**src/sha0_pkg.sv**
```systemverilog
package sha0_pkg;

  typedef struct packed {
    logic [7:0] data_byte;
    logic       has_byte;
    logic       end_of_message;
  } sha0_in_t;

  typedef struct packed {
    logic [31:0] digest_word;
    logic [2:0]  word_index;
    logic        last_word;
  } sha0_out_t;

  typedef enum logic [2:0] {
    ST_IDLE,
    ST_ROUND,
    ST_ADD,
    ST_PAD,
    ST_EMIT
  } sha0_state_t;

  localparam int unsigned CMD_DEPTH = 4;
  localparam int unsigned CMD_AW    = $clog2(CMD_DEPTH);

  localparam logic [31:0] H0 = 32'h67452301;
  localparam logic [31:0] H1 = 32'hEFCDAB89;
  localparam logic [31:0] H2 = 32'h98BADCFE;
  localparam logic [31:0] H3 = 32'h10325476;
  localparam logic [31:0] H4 = 32'hC3D2E1F0;

  localparam logic [31:0] K0 = 32'h5A827999;
  localparam logic [31:0] K1 = 32'h6ED9EBA1;
  localparam logic [31:0] K2 = 32'h8F1BBCDC;
  localparam logic [31:0] K3 = 32'hCA62C1D6;

  localparam logic [7:0] PAD_BYTE    = 8'h80;
  localparam logic [5:0] LAST_SLOT   = 6'd63;
  localparam logic [5:0] LENGTH_SLOT = 6'd56;
  localparam logic [3:0] LEN_BYTES   = 4'd8;
  localparam logic [6:0] LAST_ROUND  = 7'd79;
  localparam logic [2:0] LAST_WORD   = 3'd4;

  function automatic logic [31:0] init_word(input logic [2:0] idx);
    logic [31:0] w;
    case (idx)
      3'd0: w = H0;
      3'd1: w = H1;
      3'd2: w = H2;
      3'd3: w = H3;
      default: w = H4;
    endcase
    return w;
  endfunction

endpackage

```
**src/sha0_front.sv**
```systemverilog
module sha0_front import sha0_pkg::*; (
  input  logic     clk,
  input  logic     rst,
  input  logic     push,
  output logic     full,
  input  sha0_in_t in_item,
  output logic     cmd_valid,
  output sha0_in_t cmd,
  input  logic     cmd_take
);

  sha0_in_t            slots [CMD_DEPTH];
  logic [CMD_AW-1:0]   wr_ptr;
  logic [CMD_AW-1:0]   rd_ptr;
  logic [CMD_AW:0]     count;
  logic                keep;
  logic                do_wr;
  logic                do_rd;

  assign full      = (count == (CMD_AW+1)'(CMD_DEPTH));
  assign cmd_valid = (count != '0);
  assign cmd       = slots[rd_ptr];

  // items carrying neither a byte nor an end are accepted and dropped here
  assign keep  = in_item.has_byte | in_item.end_of_message;
  assign do_wr = push & ~full & keep;
  assign do_rd = cmd_take & cmd_valid;

  always_ff @(posedge clk) begin
    if (do_wr) begin
      slots[wr_ptr] <= in_item;
    end
  end

  always_ff @(posedge clk) begin
    if (rst) begin
      wr_ptr <= '0;
      rd_ptr <= '0;
      count  <= '0;
    end else begin
      if (do_wr) begin
        wr_ptr <= wr_ptr + 1'b1;
      end
      if (do_rd) begin
        rd_ptr <= rd_ptr + 1'b1;
      end
      case ({do_wr, do_rd})
        2'b10:   count <= count + 1'b1;
        2'b01:   count <= count - 1'b1;
        default: count <= count;
      endcase
    end
  end

endmodule

```
**src/sha0_core.sv**
```systemverilog
module sha0_core import sha0_pkg::*; (
  input  logic      clk,
  input  logic      rst,
  input  logic      cmd_valid,
  input  sha0_in_t  cmd,
  output logic      cmd_take,
  output logic      empty,
  input  logic      pop,
  output sha0_out_t out_item
);

  sha0_state_t state;
  sha0_state_t state_next;

  logic [511:0] blk;
  logic [31:0]  chain [5];
  logic [31:0]  a, b, c, d, e;
  logic [63:0]  bit_length;
  logic [63:0]  len_sr;
  logic [5:0]   pos;
  logic [6:0]   rnd;
  logic [3:0]   len_cnt;
  logic [2:0]   idx;
  logic         pad_on;
  logic         pad_first;

  logic         put_en;
  logic [7:0]   put_val;
  logic         put_len;
  logic         emit_done;
  logic [63:0]  len_next;

  logic [31:0]  w0, w2, w8, w13, w_new;
  logic [31:0]  f, k, tmp;

  // schedule window: word 0 is the word for the current round
  assign w0    = blk[511:480];
  assign w2    = blk[447:416];
  assign w8    = blk[255:224];
  assign w13   = blk[95:64];
  assign w_new = w13 ^ w8 ^ w2 ^ w0;

  always_comb begin
    if (rnd < 7'd20) begin
      f = (b & c) | (~b & d);
      k = K0;
    end else if (rnd < 7'd40) begin
      f = b ^ c ^ d;
      k = K1;
    end else if (rnd < 7'd60) begin
      f = (b & c) | (b & d) | (c & d);
      k = K2;
    end else begin
      f = b ^ c ^ d;
      k = K3;
    end
  end

  assign tmp = {a[26:0], a[31:27]} + f + e + k + w0;

  assign len_next  = bit_length + (cmd.has_byte ? 64'd8 : 64'd0);
  assign emit_done = pop & (idx == LAST_WORD);

  // next state
  always_comb begin
    state_next = state;
    case (state)
      ST_IDLE: begin
        if (cmd_valid) begin
          if (cmd.has_byte && pos == LAST_SLOT) begin
            state_next = ST_ROUND;
          end else if (cmd.end_of_message) begin
            state_next = ST_PAD;
          end
        end
      end
      ST_ROUND: begin
        if (rnd == LAST_ROUND) begin
          state_next = ST_ADD;
        end
      end
      ST_ADD: begin
        if (!pad_on) begin
          state_next = ST_IDLE;
        end else if (len_cnt == LEN_BYTES) begin
          state_next = ST_EMIT;
        end else begin
          state_next = ST_PAD;
        end
      end
      ST_PAD: begin
        if (pos == LAST_SLOT) begin
          state_next = ST_ROUND;
        end
      end
      ST_EMIT: begin
        if (emit_done) begin
          state_next = ST_IDLE;
        end
      end
      default: state_next = ST_IDLE;
    endcase
  end

  // control outputs
  always_comb begin
    cmd_take = 1'b0;
    put_en   = 1'b0;
    put_val  = cmd.data_byte;
    put_len  = 1'b0;
    empty    = 1'b1;
    case (state)
      ST_IDLE: begin
        cmd_take = cmd_valid;
        put_en   = cmd_valid & cmd.has_byte;
      end
      ST_PAD: begin
        put_en = 1'b1;
        if (pad_first) begin
          put_val = PAD_BYTE;
        end else if (len_cnt == '0 && pos != LENGTH_SLOT) begin
          put_val = 8'h00;
        end else begin
          put_val = len_sr[63:56];
          put_len = 1'b1;
        end
      end
      ST_EMIT: begin
        empty = 1'b0;
      end
      default: ;
    endcase
  end

  assign out_item.digest_word = chain[idx];
  assign out_item.word_index  = idx;
  assign out_item.last_word   = (idx == LAST_WORD);

  // block buffer doubles as the schedule shift line
  always_ff @(posedge clk) begin
    if (put_en) begin
      blk <= {blk[503:0], put_val};
    end else if (state == ST_ROUND) begin
      blk <= {blk[479:0], w_new};
    end
  end

  always_ff @(posedge clk) begin
    if (rst) begin
      a <= '0;
      b <= '0;
      c <= '0;
      d <= '0;
      e <= '0;
    end else if (put_en && pos == LAST_SLOT) begin
      a <= chain[0];
      b <= chain[1];
      c <= chain[2];
      d <= chain[3];
      e <= chain[4];
    end else if (state == ST_ROUND) begin
      a <= tmp;
      b <= a;
      c <= {b[1:0], b[31:2]};
      d <= c;
      e <= d;
    end
  end

  always_ff @(posedge clk) begin
    if (put_len) begin
      len_sr <= {len_sr[55:0], 8'h00};
    end else if (cmd_take && cmd.end_of_message) begin
      len_sr <= len_next;
    end
  end

  always_ff @(posedge clk) begin
    if (rst) begin
      state      <= ST_IDLE;
      bit_length <= '0;
      pos        <= '0;
      rnd        <= '0;
      len_cnt    <= '0;
      idx        <= '0;
      pad_on     <= 1'b0;
      pad_first  <= 1'b0;
      for (int i = 0; i < 5; i++) begin
        chain[i] <= init_word(3'(i));
      end
    end else begin
      state <= state_next;

      if (cmd_take) begin
        bit_length <= cmd.end_of_message ? 64'd0 : len_next;
        if (cmd.end_of_message) begin
          pad_on    <= 1'b1;
          pad_first <= 1'b1;
          len_cnt   <= '0;
        end
      end

      if (put_en) begin
        pos <= pos + 1'b1;
      end

      if (state == ST_PAD) begin
        pad_first <= 1'b0;
      end
      if (put_len) begin
        len_cnt <= len_cnt + 1'b1;
      end

      if (state == ST_ROUND) begin
        rnd <= (rnd == LAST_ROUND) ? 7'd0 : rnd + 1'b1;
      end

      if (state == ST_ADD) begin
        chain[0] <= chain[0] + a;
        chain[1] <= chain[1] + b;
        chain[2] <= chain[2] + c;
        chain[3] <= chain[3] + d;
        chain[4] <= chain[4] + e;
        if (pad_on && len_cnt == LEN_BYTES) begin
          pad_on <= 1'b0;
        end
      end

      if (state == ST_EMIT && pop) begin
        if (idx == LAST_WORD) begin
          idx <= '0;
          for (int i = 0; i < 5; i++) begin
            chain[i] <= init_word(3'(i));
          end
        end else begin
          idx <= idx + 1'b1;
        end
      end
    end
  end

endmodule

```
**src/sha0_message_digest_top.sv**
```systemverilog
// channel | handshake   | payload
// --------+-------------+------------------------------------------------
// input   | push / full | in_item: data_byte, has_byte, end_of_message
// result  | empty / pop | out_item: digest_word, word_index, last_word
//
// while idle, the core shifts each message byte from the 4-entry queue into its block
// each full 64-byte block then runs 80 rounds followed by the chain add
// the end of a message pads one byte a cycle (up to 72) plus one or two blocks
// digest words leave one per pop from the chain registers, five per message
// rst is synchronous and restores the initial chain value with the queue empty
// the input queue keeps taking items, until it is full, while digest words wait to be popped
module sha0_message_digest_top import sha0_pkg::*; (
  input  logic      clk,
  input  logic      rst,
  input  logic      push,
  output logic      full,
  input  sha0_in_t  in_item,
  output logic      empty,
  input  logic      pop,
  output sha0_out_t out_item
);

  logic     cmd_valid;
  logic     cmd_take;
  sha0_in_t cmd;

  sha0_front u_front (
    .clk       (clk),
    .rst       (rst),
    .push      (push),
    .full      (full),
    .in_item   (in_item),
    .cmd_valid (cmd_valid),
    .cmd       (cmd),
    .cmd_take  (cmd_take)
  );

  sha0_core u_core (
    .clk       (clk),
    .rst       (rst),
    .cmd_valid (cmd_valid),
    .cmd       (cmd),
    .cmd_take  (cmd_take),
    .empty     (empty),
    .pop       (pop),
    .out_item  (out_item)
  );

endmodule
```
**config.mk**
```make
export PLATFORM = sky130hd
export DESIGN_NAME = sha0_message_digest_top
export DESIGN_NICKNAME = d
export VERILOG_FILES = /design/src/sha0_pkg.sv /design/src/sha0_front.sv /design/src/sha0_core.sv /design/src/sha0_message_digest_top.sv
export SDC_FILE = /design/constraint.sdc
export NUM_CORES = 2
export LEC_CHECK = 0
export BUFFER_PORTS_ARGS = -buffer_cell sky130_fd_sc_hd__buf_2
export CAP_MARGIN = 20
export CORE_ASPECT_RATIO = 0.6
export CORE_MARGIN = 2
export CORE_UTILIZATION = 45
export DETAILED_ROUTE_END_ITERATION = 6
export PLACE_DENSITY = 0.66
export SLEW_MARGIN = 20
export SYNTH_ARGS = -nofsm -noshare
export SYNTH_HDL_FRONTEND = slang
export SYNTH_SLANG_ARGS = --single-unit
export TNS_END_PERCENT = 1
```
**constraint.sdc**
```tcl
create_clock -name clk -period 24.5 [get_ports clk]
set_input_delay 7.35 -clock clk [delete_from_list [all_inputs] [get_ports clk]]
set_output_delay 7.35 -clock clk [all_outputs]
set_load 0.03 [all_outputs]
```
==> flow_metrics.env <==
export IMPL_pin_count=52
export IMPL_ys_ff_latch=1031
export IMPL_first_pass_iters=6
export IMPL_cts_tree="built"
export IMPL_syn_area_per_cell_um2=9.680
export IMPL_ir_drop_v=0.0001581
export IMPL_grt_overflow=0
export IMPL_max_freq_mhz=98.58
export IMPL_cts_hold_buf=0
export IMPL_pwr_share_comb=0.390
export IMPL_dr_total_vias=42826
export IMPL_swShare=0.4015
export IMPL_seq_area_frac_synth=0.4950
export IMPL_post_cts_resized=0
export IMPL_grt_pass1_wl_mm=233.3
export IMPL_hold_path_class="reg2reg"
export IMPL_drv_cap=0
export IMPL_min_period_ps=10140
export IMPL_htreeDepth=3
export IMPL_powerDensity_nw_per_um2=128.4
export IMPL_gp_congestion=0.9222
export IMPL_netlist_instances=5912
export IMPL_cts_sinks=1031
export IMPL_fin_cells=7594
export IMPL_port_buffers=51
export IMPL_tightest_slew_ps=1223
export IMPL_p_seq_frac=0.420
export IMPL_crit_chain="buf_4 > mux4_2 > mux2_2 > buf_2"
export IMPL_crit_required_ps=17150
export IMPL_drc=0
export IMPL_leakagePower_uw=0.02452
export IMPL_dieArea_um2=130100
export IMPL_drtIter0Drc=4919
export IMPL_crit_fanout=32
export IMPL_vias_per_cell=5.639
export IMPL_drtAntennaViolNets=0
export IMPL_syn_to_final_growth_pct=8.431
export IMPL_netlist_area_um2=57230
export IMPL_die_height_um=280.2
export IMPL_clkPwrFrac=0.190
export IMPL_holdWs_ps=468.8
export IMPL_clock_root_buffer="clkbuf_16"
export IMPL_hold_viol=0
export IMPL_grt_use_total=0.2284
export IMPL_internal_power_uw=4770
export IMPL_finClkSkew_ps=24.44
export IMPL_critPathKind="reg2out"
export IMPL_finalMaxSlewViolations=0
export IMPL_synth_nets=6285
export IMPL_drive_above_1_share=0.06215
export IMPL_async_flop_share=0
export IMPL_grt_max_degree=233
export IMPL_wirelength_mm=151.8
export IMPL_cts_buffers=95
export IMPL_postCtsSetupRepairBufs=0
export IMPL_relSlewSlack=0.1804
export IMPL_yosys_warnings=0
export IMPL_dp_hpwl_mm=103.6
export IMPL_clk_pin_slew_ps=70
export IMPL_place_inst=7412
export IMPL_wl_per_cell_um=19.99
export IMPL_synth_most_common_cell="nand2_1"
export IMPL_core_um2=126400
export IMPL_clk_latency_ps=720
export IMPL_arrival_ps=2790
export IMPL_switchingPower_uw=3200
export IMPL_setup_tns_final_ps=0
export IMPL_rsz0062_at_grt="no"
export IMPL_nFillCells=11465
export IMPL_status="finished, final reports clean"
export IMPL_synth_top_cell_area_share=0.4030
export IMPL_fin_crit_sh=0.4140
export IMPL_clk_path_buf_depth=3
export IMPL_critPathSlowestCell="mux4_2"
export IMPL_num_rows=101
export IMPL_max_stage_delay_ps=600
export IMPL_die_w_um=464.4
export IMPL_critPathLaunchType="flip-flop"
export IMPL_layout_nets=6185
export IMPL_synth_main_ff_cell="edfxtp_1"
export IMPL_yosysTopAreaCell="edfxtp_1"
export IMPL_synth_edf_count=768
export IMPL_ys_top_cells_by_count="nand2_1, edfxtp_1, a21oi_1, nor2_1, dfxtp_1"
export IMPL_antenna_found_initial=16
export IMPL_yosysUniqueCellTypes=90
export IMPL_fin_area_um2=62050
export IMPL_postPlaceCellArea_um2=58930
export IMPL_initial_utilization=0.4528
export IMPL_power_uw=7970
export IMPL_setup_violations=0
export IMPL_grt_pass1_vias=39499
export IMPL_synth_area_leaders="edfxtp_1, nand2_1, dfxtp_1"
export IMPL_crit_path_end_kind="output pin"
## metal layers
| metal | routed length, µm | share of wire | track usage |
|---|---|---|---|
| met3 | 16820 | 0.11 | 0.07539 |
| met4 | 2973 | 0.020 | 0.04895 |
| met2 | 58530 | 0.39 | 0.2975 |
| met5 | 45 | 0.00030 | 0 |
| met1 | 73410 | 0.48 | 0.3592 |
## kinds of logic after synthesis
kind of cell / synth area share
buffers and inverters: 0.03457
XOR/XNOR: 0.04852
multiplexers: 0.02440
AND/OR/NAND/NOR: 0.1820
flip-flops: 0.4950
AO/OA/AOI/OAI: 0.1206
adder cells (fa/ha/maj): 0.09489
## power by group through the flow
stage / sequential (µW) / clock, µW / combinational (µW)
2_1_floorplan: 3490 / 0 / 2340
6_report: 3350 / 1520 / 3110
3_3_place_gp: 3350 / 0 / 3010
3_5_place_dp: 3360 / 0 / 3080
5_1_grt: 3410 / 1610 / 3510
4_1_cts: 3330 / 1540 / 3100
## cell usage in the layout, fill, tap and decap left out, types with 24 or more instances in the layout
| master | synthesis | routed |
|---|---|---|
| fa_1 | 125 | 125 |
| o21a_1 | 37 | 37 |
| nand4_1 | 31 | 31 |
| inv_1 | 217 | 216 |
| clkbuf_16 | 0 | 95 |
| a211oi_1 | 28 | 27 |
| mux2_2 | 32 | 32 |
| a22oi_1 | 165 | 165 |
| nand2_1 | 1810 | 1810 |
| buf_2 | 20 | 50 |
| nor3_1 | 57 | 54 |
| a31oi_1 | 24 | 24 |
| or3_1 | 38 | 38 |
| edfxtp_1 | 768 | 768 |
| nor2b_1 | 65 | 63 |
| and3_1 | 38 | 38 |
| ha_1 | 234 | 234 |
| xor2_1 | 104 | 104 |
| nand3_1 | 51 | 51 |
| o21ai_0 | 261 | 260 |
| nor2_1 | 308 | 307 |
| dfxtp_1 | 263 | 260 |
| mux4_2 | 42 | 42 |
| buf_4 | 3 | 41 |
| a21oi_1 | 326 | 325 |
| xnor2_1 | 213 | 213 |
| nand2b_1 | 38 | 37 |
| a21o_1 | 84 | 82 |
## state kept, by name, indices dropped and copies added, names as in the netlist, 2 cells and up, named ones only
signal / count
u_core.chain: 160
u_front.rd_ptr: 2
u_core.blk: 512
u_core.a: 32
u_core.e: 32
u_front.count: 3
u_core.state: 3
u_front.wr_ptr: 2
u_core.c: 32
u_core.len_sr: 61
u_core.pos: 6
u_core.rnd: 7
u_core.bit_length: 61
u_core.len_cnt: 4
u_core.b: 32
u_core.idx: 3
u_front.slots: 40
u_core.d: 32
## path summary, 6_finish.rpt
kind | from | slack (ps) | to | depth (start not counted)
max | flip-flop | 14360 | out_item[34] | 4
min | u_core.bit_length[3]$_SDFFE_PP0P_ | 470 | u_core.bit_length[3]$_SDFFE_PP0P_ | 2
max reg2reg | u_core.rnd[5]$_SDFFE_PP0P_ | 16180 | u_core.a[28]$_SDFFE_PP0P_ | 24
min reg2reg | u_core.bit_length[3]$_SDFFE_PP0P_ | 470 | u_core.bit_length[3]$_SDFFE_PP0P_ | 2
## worst max-delay path: cells and delay by family, from the launching register on
kind                   cells  cell delay [ps]
DFF                        1              310
buffers and inverters      2              750
muxes                      2              920
## through the flow
stage | util | setup WS, ps
2_1_floorplan | - | 4916
3_3_place_gp | 0.4663 | 13630
3_5_place_dp | 0.4663 | 13600
4_1_cts | 0.4905 | 14310
5_1_grt | 0.4909 | 14230
6_report | 0.4910 | 14360
## area by class of cell
cell class / count / area, µm² / share of cell area
well taps: 1699 / 2126 / 0.03426
repair buffers: 98 / 679.4 / 0.01095
multi-input cells: 4366 / 27020 / 0.4354
flip-flops and latches: 1031 / 28330 / 0.4566
inverters: 220 / 825.8 / 0.01331
diodes: 6 / 15.01 / 0.0002420
clock inverters: 60 / 564.3 / 0.009094
clock buffers: 114 / 2489 / 0.04011
Note: power is estimated with default switching activity, not from simulation.
